<file path="src/design/twa_pkg.sv">
// Package for the trimmed window average unit: widths, scale constant,
// opcodes and the sequencer state type. Depends on nothing.
`default_nettype none

package twa_pkg;

    localparam int SAMPLE_W      = 15;
    localparam int AVG_W         = 15;
    localparam int WHOLE_W       = 8;
    localparam int FRAC_W        = 8;
    localparam int DEFAULT_DEPTH = 10;

    localparam logic signed [SAMPLE_W-1:0] HUNDREDTHS_SCALE = 15'sd100;

    localparam logic OP_PUSH  = 1'b0;
    localparam logic OP_QUERY = 1'b1;

    typedef enum logic [2:0] {
        ST_IDLE,
        ST_SCAN,
        ST_DIV,
        ST_WAIT_DIV,
        ST_DONE
    } twa_state_t;

endpackage

`default_nettype wire

</file>
<file path="src/design/twa_divider.sv">
// Iterative restoring divider, one quotient bit per cycle, truncating toward zero.
// Signed dividend, unsigned nonzero divisor. Depends on nothing.
`default_nettype none

module twa_divider #(
    parameter int DIVIDEND_W = 19,
    parameter int DIVISOR_W  = 4
) (
    input  wire logic                         aclk,
    input  wire logic                         aresetn,
    input  wire logic                         start,
    input  wire logic signed [DIVIDEND_W-1:0] dividend,
    input  wire logic        [DIVISOR_W-1:0]  divisor,
    output logic                              done,
    output logic signed [DIVIDEND_W-1:0]      quotient
);

    localparam int STEP_W = $clog2(DIVIDEND_W + 1);

    logic                  busy_reg;
    logic                  done_reg;
    logic [STEP_W-1:0]     step_reg;
    logic [DIVIDEND_W-1:0] num_reg;
    logic [DIVIDEND_W-1:0] quo_reg;
    logic [DIVISOR_W-1:0]  rem_reg;
    logic [DIVISOR_W-1:0]  den_reg;
    logic                  neg_reg;

    logic [DIVISOR_W:0]    trial;
    logic                  fits;

    assign trial = {rem_reg, num_reg[DIVIDEND_W-1]};
    assign fits  = trial >= {1'b0, den_reg};

    always_ff @(posedge aclk) begin
        if (!aresetn) begin
            busy_reg <= 1'b0;
            done_reg <= 1'b0;
        end else begin
            done_reg <= 1'b0;
            if (start) begin
                busy_reg <= 1'b1;
            end else if (busy_reg && step_reg == STEP_W'(1)) begin
                busy_reg <= 1'b0;
                done_reg <= 1'b1;
            end
        end
    end

    always_ff @(posedge aclk) begin
        if (start) begin
            num_reg  <= dividend[DIVIDEND_W-1] ? DIVIDEND_W'(-dividend) : dividend;
            neg_reg  <= dividend[DIVIDEND_W-1];
            den_reg  <= divisor;
            rem_reg  <= '0;
            quo_reg  <= '0;
            step_reg <= STEP_W'(DIVIDEND_W);
        end else if (busy_reg) begin
            num_reg  <= {num_reg[DIVIDEND_W-2:0], 1'b0};
            quo_reg  <= {quo_reg[DIVIDEND_W-2:0], fits};
            rem_reg  <= fits ? DIVISOR_W'(trial - {1'b0, den_reg}) : trial[DIVISOR_W-1:0];
            step_reg <= step_reg - STEP_W'(1);
        end
    end

    assign done     = done_reg;
    assign quotient = neg_reg ? DIVIDEND_W'(-quo_reg) : quo_reg;

endmodule

`default_nettype wire

</file>
<file path="src/design/trimmed_window_average_unit.sv">
// Top level of the trimmed window average unit: sample ring, scan sequencer, output register.
// Depends on twa_pkg and twa_divider.
//
// A push transaction (s_tuser = 0) stores whole*100 + frac in hundredths into a ring of the
// last WINDOW_DEPTH samples; it yields no result. A query transaction (s_tuser = 1) yields
// one result: the mean of the stored samples with the first largest one dropped, truncated
// toward zero, in hundredths on m_tdata, and m_tuser = 1 when any sample is stored. With one
// sample that sample is returned; with none the average is 0 and m_tuser = 0. A query reads
// the ring one entry per cycle through a single adder and comparator; with two or more
// samples it then starts the bit-serial divider and waits for the quotient, and at last
// loads the output register. s_tready stays low from a query until that load, which waits
// while an earlier result still waits on the master side. Pushes are taken while a result
// waits on the master side.
`default_nettype none

module trimmed_window_average_unit #(
    parameter int WINDOW_DEPTH = twa_pkg::DEFAULT_DEPTH
) (
    input  wire logic        aclk,
    input  wire logic        aresetn,
    input  wire logic        s_tvalid,
    output logic             s_tready,
    input  wire logic [15:0] s_tdata,   // temp_whole [7:0], temp_frac [15:8]
    input  wire logic        s_tuser,   // opcode [0]
    output logic             m_tvalid,
    input  wire logic        m_tready,
    output logic [15:0]      m_tdata,   // average [14:0], zero [15]
    output logic             m_tuser    // valid_res [0]
);

    localparam int SW_  = twa_pkg::SAMPLE_W;
    localparam int AW   = $clog2(WINDOW_DEPTH);
    localparam int CW   = $clog2(WINDOW_DEPTH + 1);
    localparam int SUMW = SW_ + CW;

    twa_pkg::twa_state_t state_reg, state_next;

    logic signed [SW_-1:0] mem [WINDOW_DEPTH];
    logic signed [SW_-1:0] rd_data_reg;

    logic [AW-1:0]         slot_reg;
    logic                  full_reg;
    logic [CW-1:0]         cnt_reg;
    logic [CW-1:0]         idx_reg;
    logic                  pipe_vld_reg;
    logic                  first_reg;
    logic signed [SUMW-1:0] sum_reg;
    logic signed [SW_-1:0] max_reg;
    logic [twa_pkg::AVG_W-1:0] avg_reg;
    logic                  res_valid_reg;
    logic                  m_tvalid_reg;
    logic [twa_pkg::AVG_W-1:0] m_avg_reg;
    logic                  m_flag_reg;

    logic                  s_hs;
    logic                  push_hs;
    logic                  query_hs;
    logic                  issue;
    logic                  scan_done;
    logic                  out_free;
    logic                  load_out;
    logic                  div_start;
    logic                  div_done;
    logic signed [SUMW-1:0] div_quo;
    logic signed [SUMW-1:0] trimmed;
    logic signed [SW_-1:0] sample;
    logic [CW-1:0]         query_cnt;

    assign s_tready  = (state_reg == twa_pkg::ST_IDLE);
    assign s_hs      = s_tvalid && s_tready;
    assign push_hs   = s_hs && (s_tuser == twa_pkg::OP_PUSH);
    assign query_hs  = s_hs && (s_tuser == twa_pkg::OP_QUERY);
    assign issue     = (state_reg == twa_pkg::ST_SCAN) && (idx_reg != cnt_reg);
    assign scan_done = (state_reg == twa_pkg::ST_SCAN) && !issue && !pipe_vld_reg;
    assign out_free  = !m_tvalid_reg || m_tready;
    assign load_out  = (state_reg == twa_pkg::ST_DONE) && out_free;
    assign div_start = (state_reg == twa_pkg::ST_DIV);
    assign trimmed   = sum_reg - SUMW'(max_reg);
    assign query_cnt = full_reg ? CW'(WINDOW_DEPTH) : CW'(slot_reg);

    assign sample = SW_'($signed(s_tdata[7:0])) * twa_pkg::HUNDREDTHS_SCALE
                  + $signed({7'b0, s_tdata[15:8]});

    twa_divider #(
        .DIVIDEND_W (SUMW),
        .DIVISOR_W  (CW)
    ) u_div (
        .aclk     (aclk),
        .aresetn  (aresetn),
        .start    (div_start),
        .dividend (trimmed),
        .divisor  (cnt_reg - CW'(1)),
        .done     (div_done),
        .quotient (div_quo)
    );

    always_ff @(posedge aclk) begin
        if (!aresetn) begin
            state_reg <= twa_pkg::ST_IDLE;
        end else begin
            state_reg <= state_next;
        end
    end

    always_comb begin
        state_next = state_reg;
        unique case (state_reg)
            twa_pkg::ST_IDLE: begin
                if (query_hs) begin
                    state_next = (query_cnt == '0) ? twa_pkg::ST_DONE : twa_pkg::ST_SCAN;
                end
            end
            twa_pkg::ST_SCAN: begin
                if (scan_done) begin
                    state_next = (cnt_reg == CW'(1)) ? twa_pkg::ST_DONE : twa_pkg::ST_DIV;
                end
            end
            twa_pkg::ST_DIV: begin
                state_next = twa_pkg::ST_WAIT_DIV;
            end
            twa_pkg::ST_WAIT_DIV: begin
                if (div_done) begin
                    state_next = twa_pkg::ST_DONE;
                end
            end
            twa_pkg::ST_DONE: begin
                if (out_free) begin
                    state_next = twa_pkg::ST_IDLE;
                end
            end
            default: begin
                state_next = twa_pkg::ST_IDLE;
            end
        endcase
    end

    always_ff @(posedge aclk) begin
        if (push_hs) begin
            mem[slot_reg] <= sample;
        end
        if (issue) begin
            rd_data_reg <= mem[idx_reg[AW-1:0]];
        end
    end

    always_ff @(posedge aclk) begin
        if (!aresetn) begin
            slot_reg     <= '0;
            full_reg     <= 1'b0;
            pipe_vld_reg <= 1'b0;
            m_tvalid_reg <= 1'b0;
        end else begin
            pipe_vld_reg <= issue;
            if (push_hs) begin
                if (slot_reg == AW'(WINDOW_DEPTH - 1)) begin
                    slot_reg <= '0;
                    full_reg <= 1'b1;
                end else begin
                    slot_reg <= slot_reg + AW'(1);
                end
            end
            if (load_out) begin
                m_tvalid_reg <= 1'b1;
            end else if (m_tready) begin
                m_tvalid_reg <= 1'b0;
            end
        end
    end

    always_ff @(posedge aclk) begin
        if (query_hs) begin
            cnt_reg       <= query_cnt;
            idx_reg       <= '0;
            first_reg     <= 1'b1;
            sum_reg       <= '0;
            avg_reg       <= '0;
            res_valid_reg <= (query_cnt != '0);
        end
        if (issue) begin
            idx_reg <= idx_reg + CW'(1);
        end
        if (pipe_vld_reg) begin
            sum_reg   <= sum_reg + SUMW'(rd_data_reg);
            first_reg <= 1'b0;
            if (first_reg || rd_data_reg > max_reg) begin
                max_reg <= rd_data_reg;
            end
        end
        if (scan_done && cnt_reg == CW'(1)) begin
            avg_reg <= sum_reg[twa_pkg::AVG_W-1:0];
        end
        if (div_done) begin
            avg_reg <= div_quo[twa_pkg::AVG_W-1:0];
        end
        if (load_out) begin
            m_avg_reg  <= avg_reg;
            m_flag_reg <= res_valid_reg;
        end
    end

    assign m_tvalid = m_tvalid_reg;
    assign m_tdata  = {1'b0, m_avg_reg};
    assign m_tuser  = m_flag_reg;

    a_empty_zero: assert property (@(posedge aclk) disable iff (!aresetn)
        (m_tvalid && !m_tuser) |-> (m_tdata == 16'd0))
        else $error("empty-ring result carries a nonzero average");

    a_slot_range: assert property (@(posedge aclk) disable iff (!aresetn)
        {1'b0, slot_reg} < (AW+1)'(WINDOW_DEPTH))
        else $error("write slot beyond ring depth");

    a_query_blocks: assert property (@(posedge aclk) disable iff (!aresetn)
        query_hs |=> !s_tready)
        else $error("input ready right after a query transaction");

    a_div_in_wait: assert property (@(posedge aclk) disable iff (!aresetn)
        div_done |-> (state_reg == twa_pkg::ST_WAIT_DIV))
        else $error("divider finished outside its wait state");

endmodule

`default_nettype wire
</file>
<file path="config.mk">
export PLATFORM = sky130hd
export DESIGN_NAME = trimmed_window_average_unit
export DESIGN_NICKNAME = d
export VERILOG_FILES = /design/src/design/twa_pkg.sv /design/src/design/twa_divider.sv /design/src/design/trimmed_window_average_unit.sv
export SDC_FILE = /design/constraint.sdc
export NUM_CORES = 1
export LEC_CHECK = 0
export BUFFER_PORTS_ARGS = -buffer_cell sky130_fd_sc_hd__buf_2
export CAP_MARGIN = 5
export CORE_MARGIN = 4
export CORE_UTILIZATION = 55
export CTS_BUF_LIST = sky130_fd_sc_hd__clkbuf_16
export CTS_CLUSTER_DIAMETER = 50
export CTS_CLUSTER_SIZE = 24
export DETAILED_ROUTE_END_ITERATION = 8
export HOLD_SLACK_MARGIN = 0.02
export PLACE_DENSITY = 0.72
export SYNTH_ARGS = -nofsm -noshare
export SYNTH_HDL_FRONTEND = slang
export SYNTH_SLANG_ARGS = --single-unit
</file>
<file path="constraint.sdc">
create_clock -name aclk -period 12.4 [get_ports aclk]
set_clock_uncertainty 0.05 [all_clocks]
set_input_delay 1.86 -clock aclk [delete_from_list [all_inputs] [get_ports aclk]]
set_output_delay 1.86 -clock aclk [all_outputs]
set_load 0.005 [all_outputs]
</file>
==> flow_metrics.py <==
metrics = {
    "power_and_ir_drop": {
        "combPwrFrac_pct": 33.8,
        "power-per-cell-area_mw_per_mm2": 210.2,
        "clkPwrFrac_pct": 26.1,
        "p_leak_nw": 6.382,
        "seqPwrFrac_pct": 40.0,
        "peakVddDrop_mv": 0.09320,
        "switching_share_pct": 35.31,
        "switchingPower_w": 0.001277,
        "internal-power_w": 0.002339,
    },
    "critical_path": {
        "cpMaxStageDelayCell": "xnor2_1",
        "worstSetupEndpointType": "flop",
        "cp_cell_sequence": "buf_2, ha_1, fa_1, ha_1, ha_1, fa_1, a21oi_1, nor2_1, nor2_1, xnor2_1, nor3b_1, nand3_1, xor2_1, xnor2_1",
        "cp_slowest_stage_delay_ps": 560,
        "worst_r2r_path_depth": 14,
        "crit_top_cell": "ha_1",
        "cp.arrival_ps": 5460,
        "crit_fanout": 10,
        "critPathKind": "primary input to flop",
        "setup.worst_path.start_class": "primary input",
        "r2r_setup_slack_ps": 8540,
        "worstPathRequired_ps": 12610,
    },
    "cells_and_area": {
        "fin_nets": 1403,
        "area_delta_synth_final_pct": 10.76,
        "largest_reg_flops": 150,
        "final_cell_mix": "edfxtp_1 (263), nand2_1 (96), ha_1 (93), nor2_1 (80), a21oi_1 (63)",
        "design_area_mm2": 0.01720,
        "drive_gt1_share_pct": 12.45,
        "fill_cells": 2196,
        "diodes": 0,
        "layout_commonest_cell": "edfxtp_1",
        "utilization_pct": 61.92,
    },
    "drt": {
        "ant_nets": 0,
        "detail_route.iter0.violations": 747,
        "first_pass_iters": 5,
        "dr_total_vias": 9474,
        "wl_per_cell_um": 17.64,
        "drc": 0,
        "drt-total-wl_mm": 29.62,
        "avgViaCountPerCell": 5.643,
    },
    "grt": {
        "antenna_found_initial": 0,
        "gr-usage-all-layers_pct": 19.20,
        "grt_pass1_wl_mm": 48.05,
        "grt_max_degree": 49,
        "grt_pass1_vias": 9213,
        "overflow": 0,
    },
    "synth": {
        "synth_area_mm2": 0.01553,
        "ys_seq_area_share_pct": 55.62,
        "synth_edf_count": 263,
        "synthArstFlopShare_pct": 0,
        "synth_fp_nets": 1370,
        "yosysUniqueCellTypes": 81,
        "ys.flop_type": "edfxtp_1",
        "ys_ff_latch": 300,
        "yosys_warnings": 0,
        "postSynthCellCount": 1246,
        "avgSynthCellArea_um2": 12.46,
    },
    "die": {
        "initial_core_util_pct": 55.90,
        "die_h_um": 176.0,
        "rows": 61,
        "core_mm2": 0.02778,
        "dieArea_mm2": 0.03099,
        "ios": 40,
        "die_x_um": 176.0,
    },
    "timing": {
        "relSlewSlack_pct": 23.30,
        "timing.fmax_mhz": 190.5,
        "hold_viol_final": 0,
        "holdWs_ps": 373.0,
        "rsz0062_at_grt": "no",
        "finalMaxSlewViolations": 0,
        "setup_viol": 0,
        "tightest_slew_ps": 1144,
        "fin_crit_sh_pct": 42.34,
        "tns_ps": 0,
        "period_needed_ps": 5250,
    },
    "clock_tree": {
        "cts_resized": 0,
        "cts_tree": "yes",
        "max-clock-path-buffers": 3,
        "cts_made_buffers": 28,
        "clkSlewWorstSetupHoldPaths_ps": 80,
        "clockRootBuffer": "clkbuf_16",
        "cts_hold_buf": 0,
        "post-cts-setup-buffers": 0,
        "h-tree-depth": 1,
        "clkSinkCount": 300,
        "worstSkewPairLatency_ps": 560,
    },
    "worst_hold_path": {
        "whs_path_depth": 0,
        "worstHoldPathType": "flop to flop",
    },
    "status": {
        "status": "finished clean",
    },
    "placement": {
        "portBuffers": 38,
        "gp_congestion": 0.8917,
        "dpl_cell_area_mm2": 0.01614,
        "dpl.hpwl_mm": 19.99,
    },
    "run": {
        "cap_violations": 0,
    },
}
[worst paths after layout]
path                             from                           to
max reg2reg  sum_reg[0]$_SDFFCE_PN0P_  u_div.num_reg[17]$_DFFE_PP_
min             avg_reg[10]$_DFFE_PP_      m_avg_reg[10]$_DFFE_PP_
max                        s_tdata[1]         mem[4][14]$_DFFE_PP_
min reg2reg     avg_reg[10]$_DFFE_PP_      m_avg_reg[10]$_DFFE_PP_
[logic make-up after synthesis]
group | count (synthesis) | share of synthesized area (%)
other | 1 | 0.02415
XOR/XNOR | 84 | 4.737
buffers and inverters | 107 | 2.828
multiplexers | 65 | 6.615
flip-flops | 300 | 55.62
AO/OA/AOI/OAI | 239 | 10.16
adder cells (fa/ha/maj) | 103 | 8.782
AND/OR/NAND/NOR | 347 | 11.23
[cell usage after synthesis (4+ instances only)]
library cell / number / share of area, %
fa_1: 10 / 1.3
o211a_1: 4 / 0.26
buf_1: 6 / 0.15
a211oi_1: 22 / 1.1
nand2b_1: 18 / 0.73
nand2_1: 96 / 2.3
o21ai_1: 7 / 0.23
and2_1: 13 / 0.52
and3_1: 5 / 0.20
or3_1: 10 / 0.40
o21a_1: 17 / 0.82
nand4_1: 11 / 0.44
ha_1: 93 / 7.5
inv_1: 58 / 1.4
edfxtp_1: 263 / 51
a31oi_1: 5 / 0.20
nand3_1: 14 / 0.45
xnor2_1: 54 / 3.0
dfxtp_1: 37 / 4.8
clkbuf_1: 30 / 0.73
mux2i_1: 34 / 2.2
xor2_1: 30 / 1.7
o21ai_0: 59 / 1.9
nor2b_1: 33 / 1.3
nor3b_1: 10 / 0.48
mux4_2: 30 / 4.4
nor2_1: 81 / 2.0
a21oi_1: 63 / 2.0
a21o_1: 11 / 0.53
nor3_1: 27 / 0.87
o21bai_1: 8 / 0.39
buf_2: 4 / 0.13
o31ai_1: 7 / 0.34
nand3b_1: 6 / 0.29
[power by group through the flow]
stage | Clock, W | Combinational, W | Sequential, W
after detailed placement | 0 | 0.00122 | 0.00147
after floorplan | 0 | 0.000982 | 0.00143
final | 0.000945 | 0.00122 | 0.00145
after global placement | 0 | 0.00119 | 0.00147
after CTS | 0.000964 | 0.00123 | 0.00145
after global routing | 0.00101 | 0.00138 | 0.00146
[through the flow]
stage          setup slack [ps]  power [W]  instances
3_5_place_dp               6531   0.002694       1627
3_3_place_gp               6685   0.002661       1627
2_1_floorplan              7143   0.002414       1246
6_report                   7150   0.003616       1679
5_1_grt                    6841   0.003852       1679
4_1_cts                    7091   0.003644       1679
[critical path: cells and delay by family]
family | cells | cell delay, ps
adder cells (fa/ha/maj) | 5 | 1710
XOR/XNOR | 3 | 920
AND/OR/NAND/NOR | 4 | 680
AO/OA/AOI/OAI | 1 | 160
buffers and inverters | 1 | 130
[per-layer routing]
layer,vias to the layer above,share of wire (%),global-route usage [%]
li1,4692,-,-
met1,4595,45,26.02
met2,149,50,33.68
met3,38,3.4,2.355
met4,0,1.6,3.996
met5,-,0,0
[cell type report]
class / count / area (µm²) / share of cell area [%]
flip-flops and latches: 300 / 8638 / 50.22
multi-input cells: 839 / 6528 / 37.95
clock buffers: 29 / 725.7 / 4.219
well taps: 378 / 473.0 / 2.749
clock inverters: 23 / 332.8 / 1.935
repair buffers: 49 / 272.8 / 1.586
inverters: 61 / 231.5 / 1.346
No activity file was read; power rests on OpenSTA's default activity.
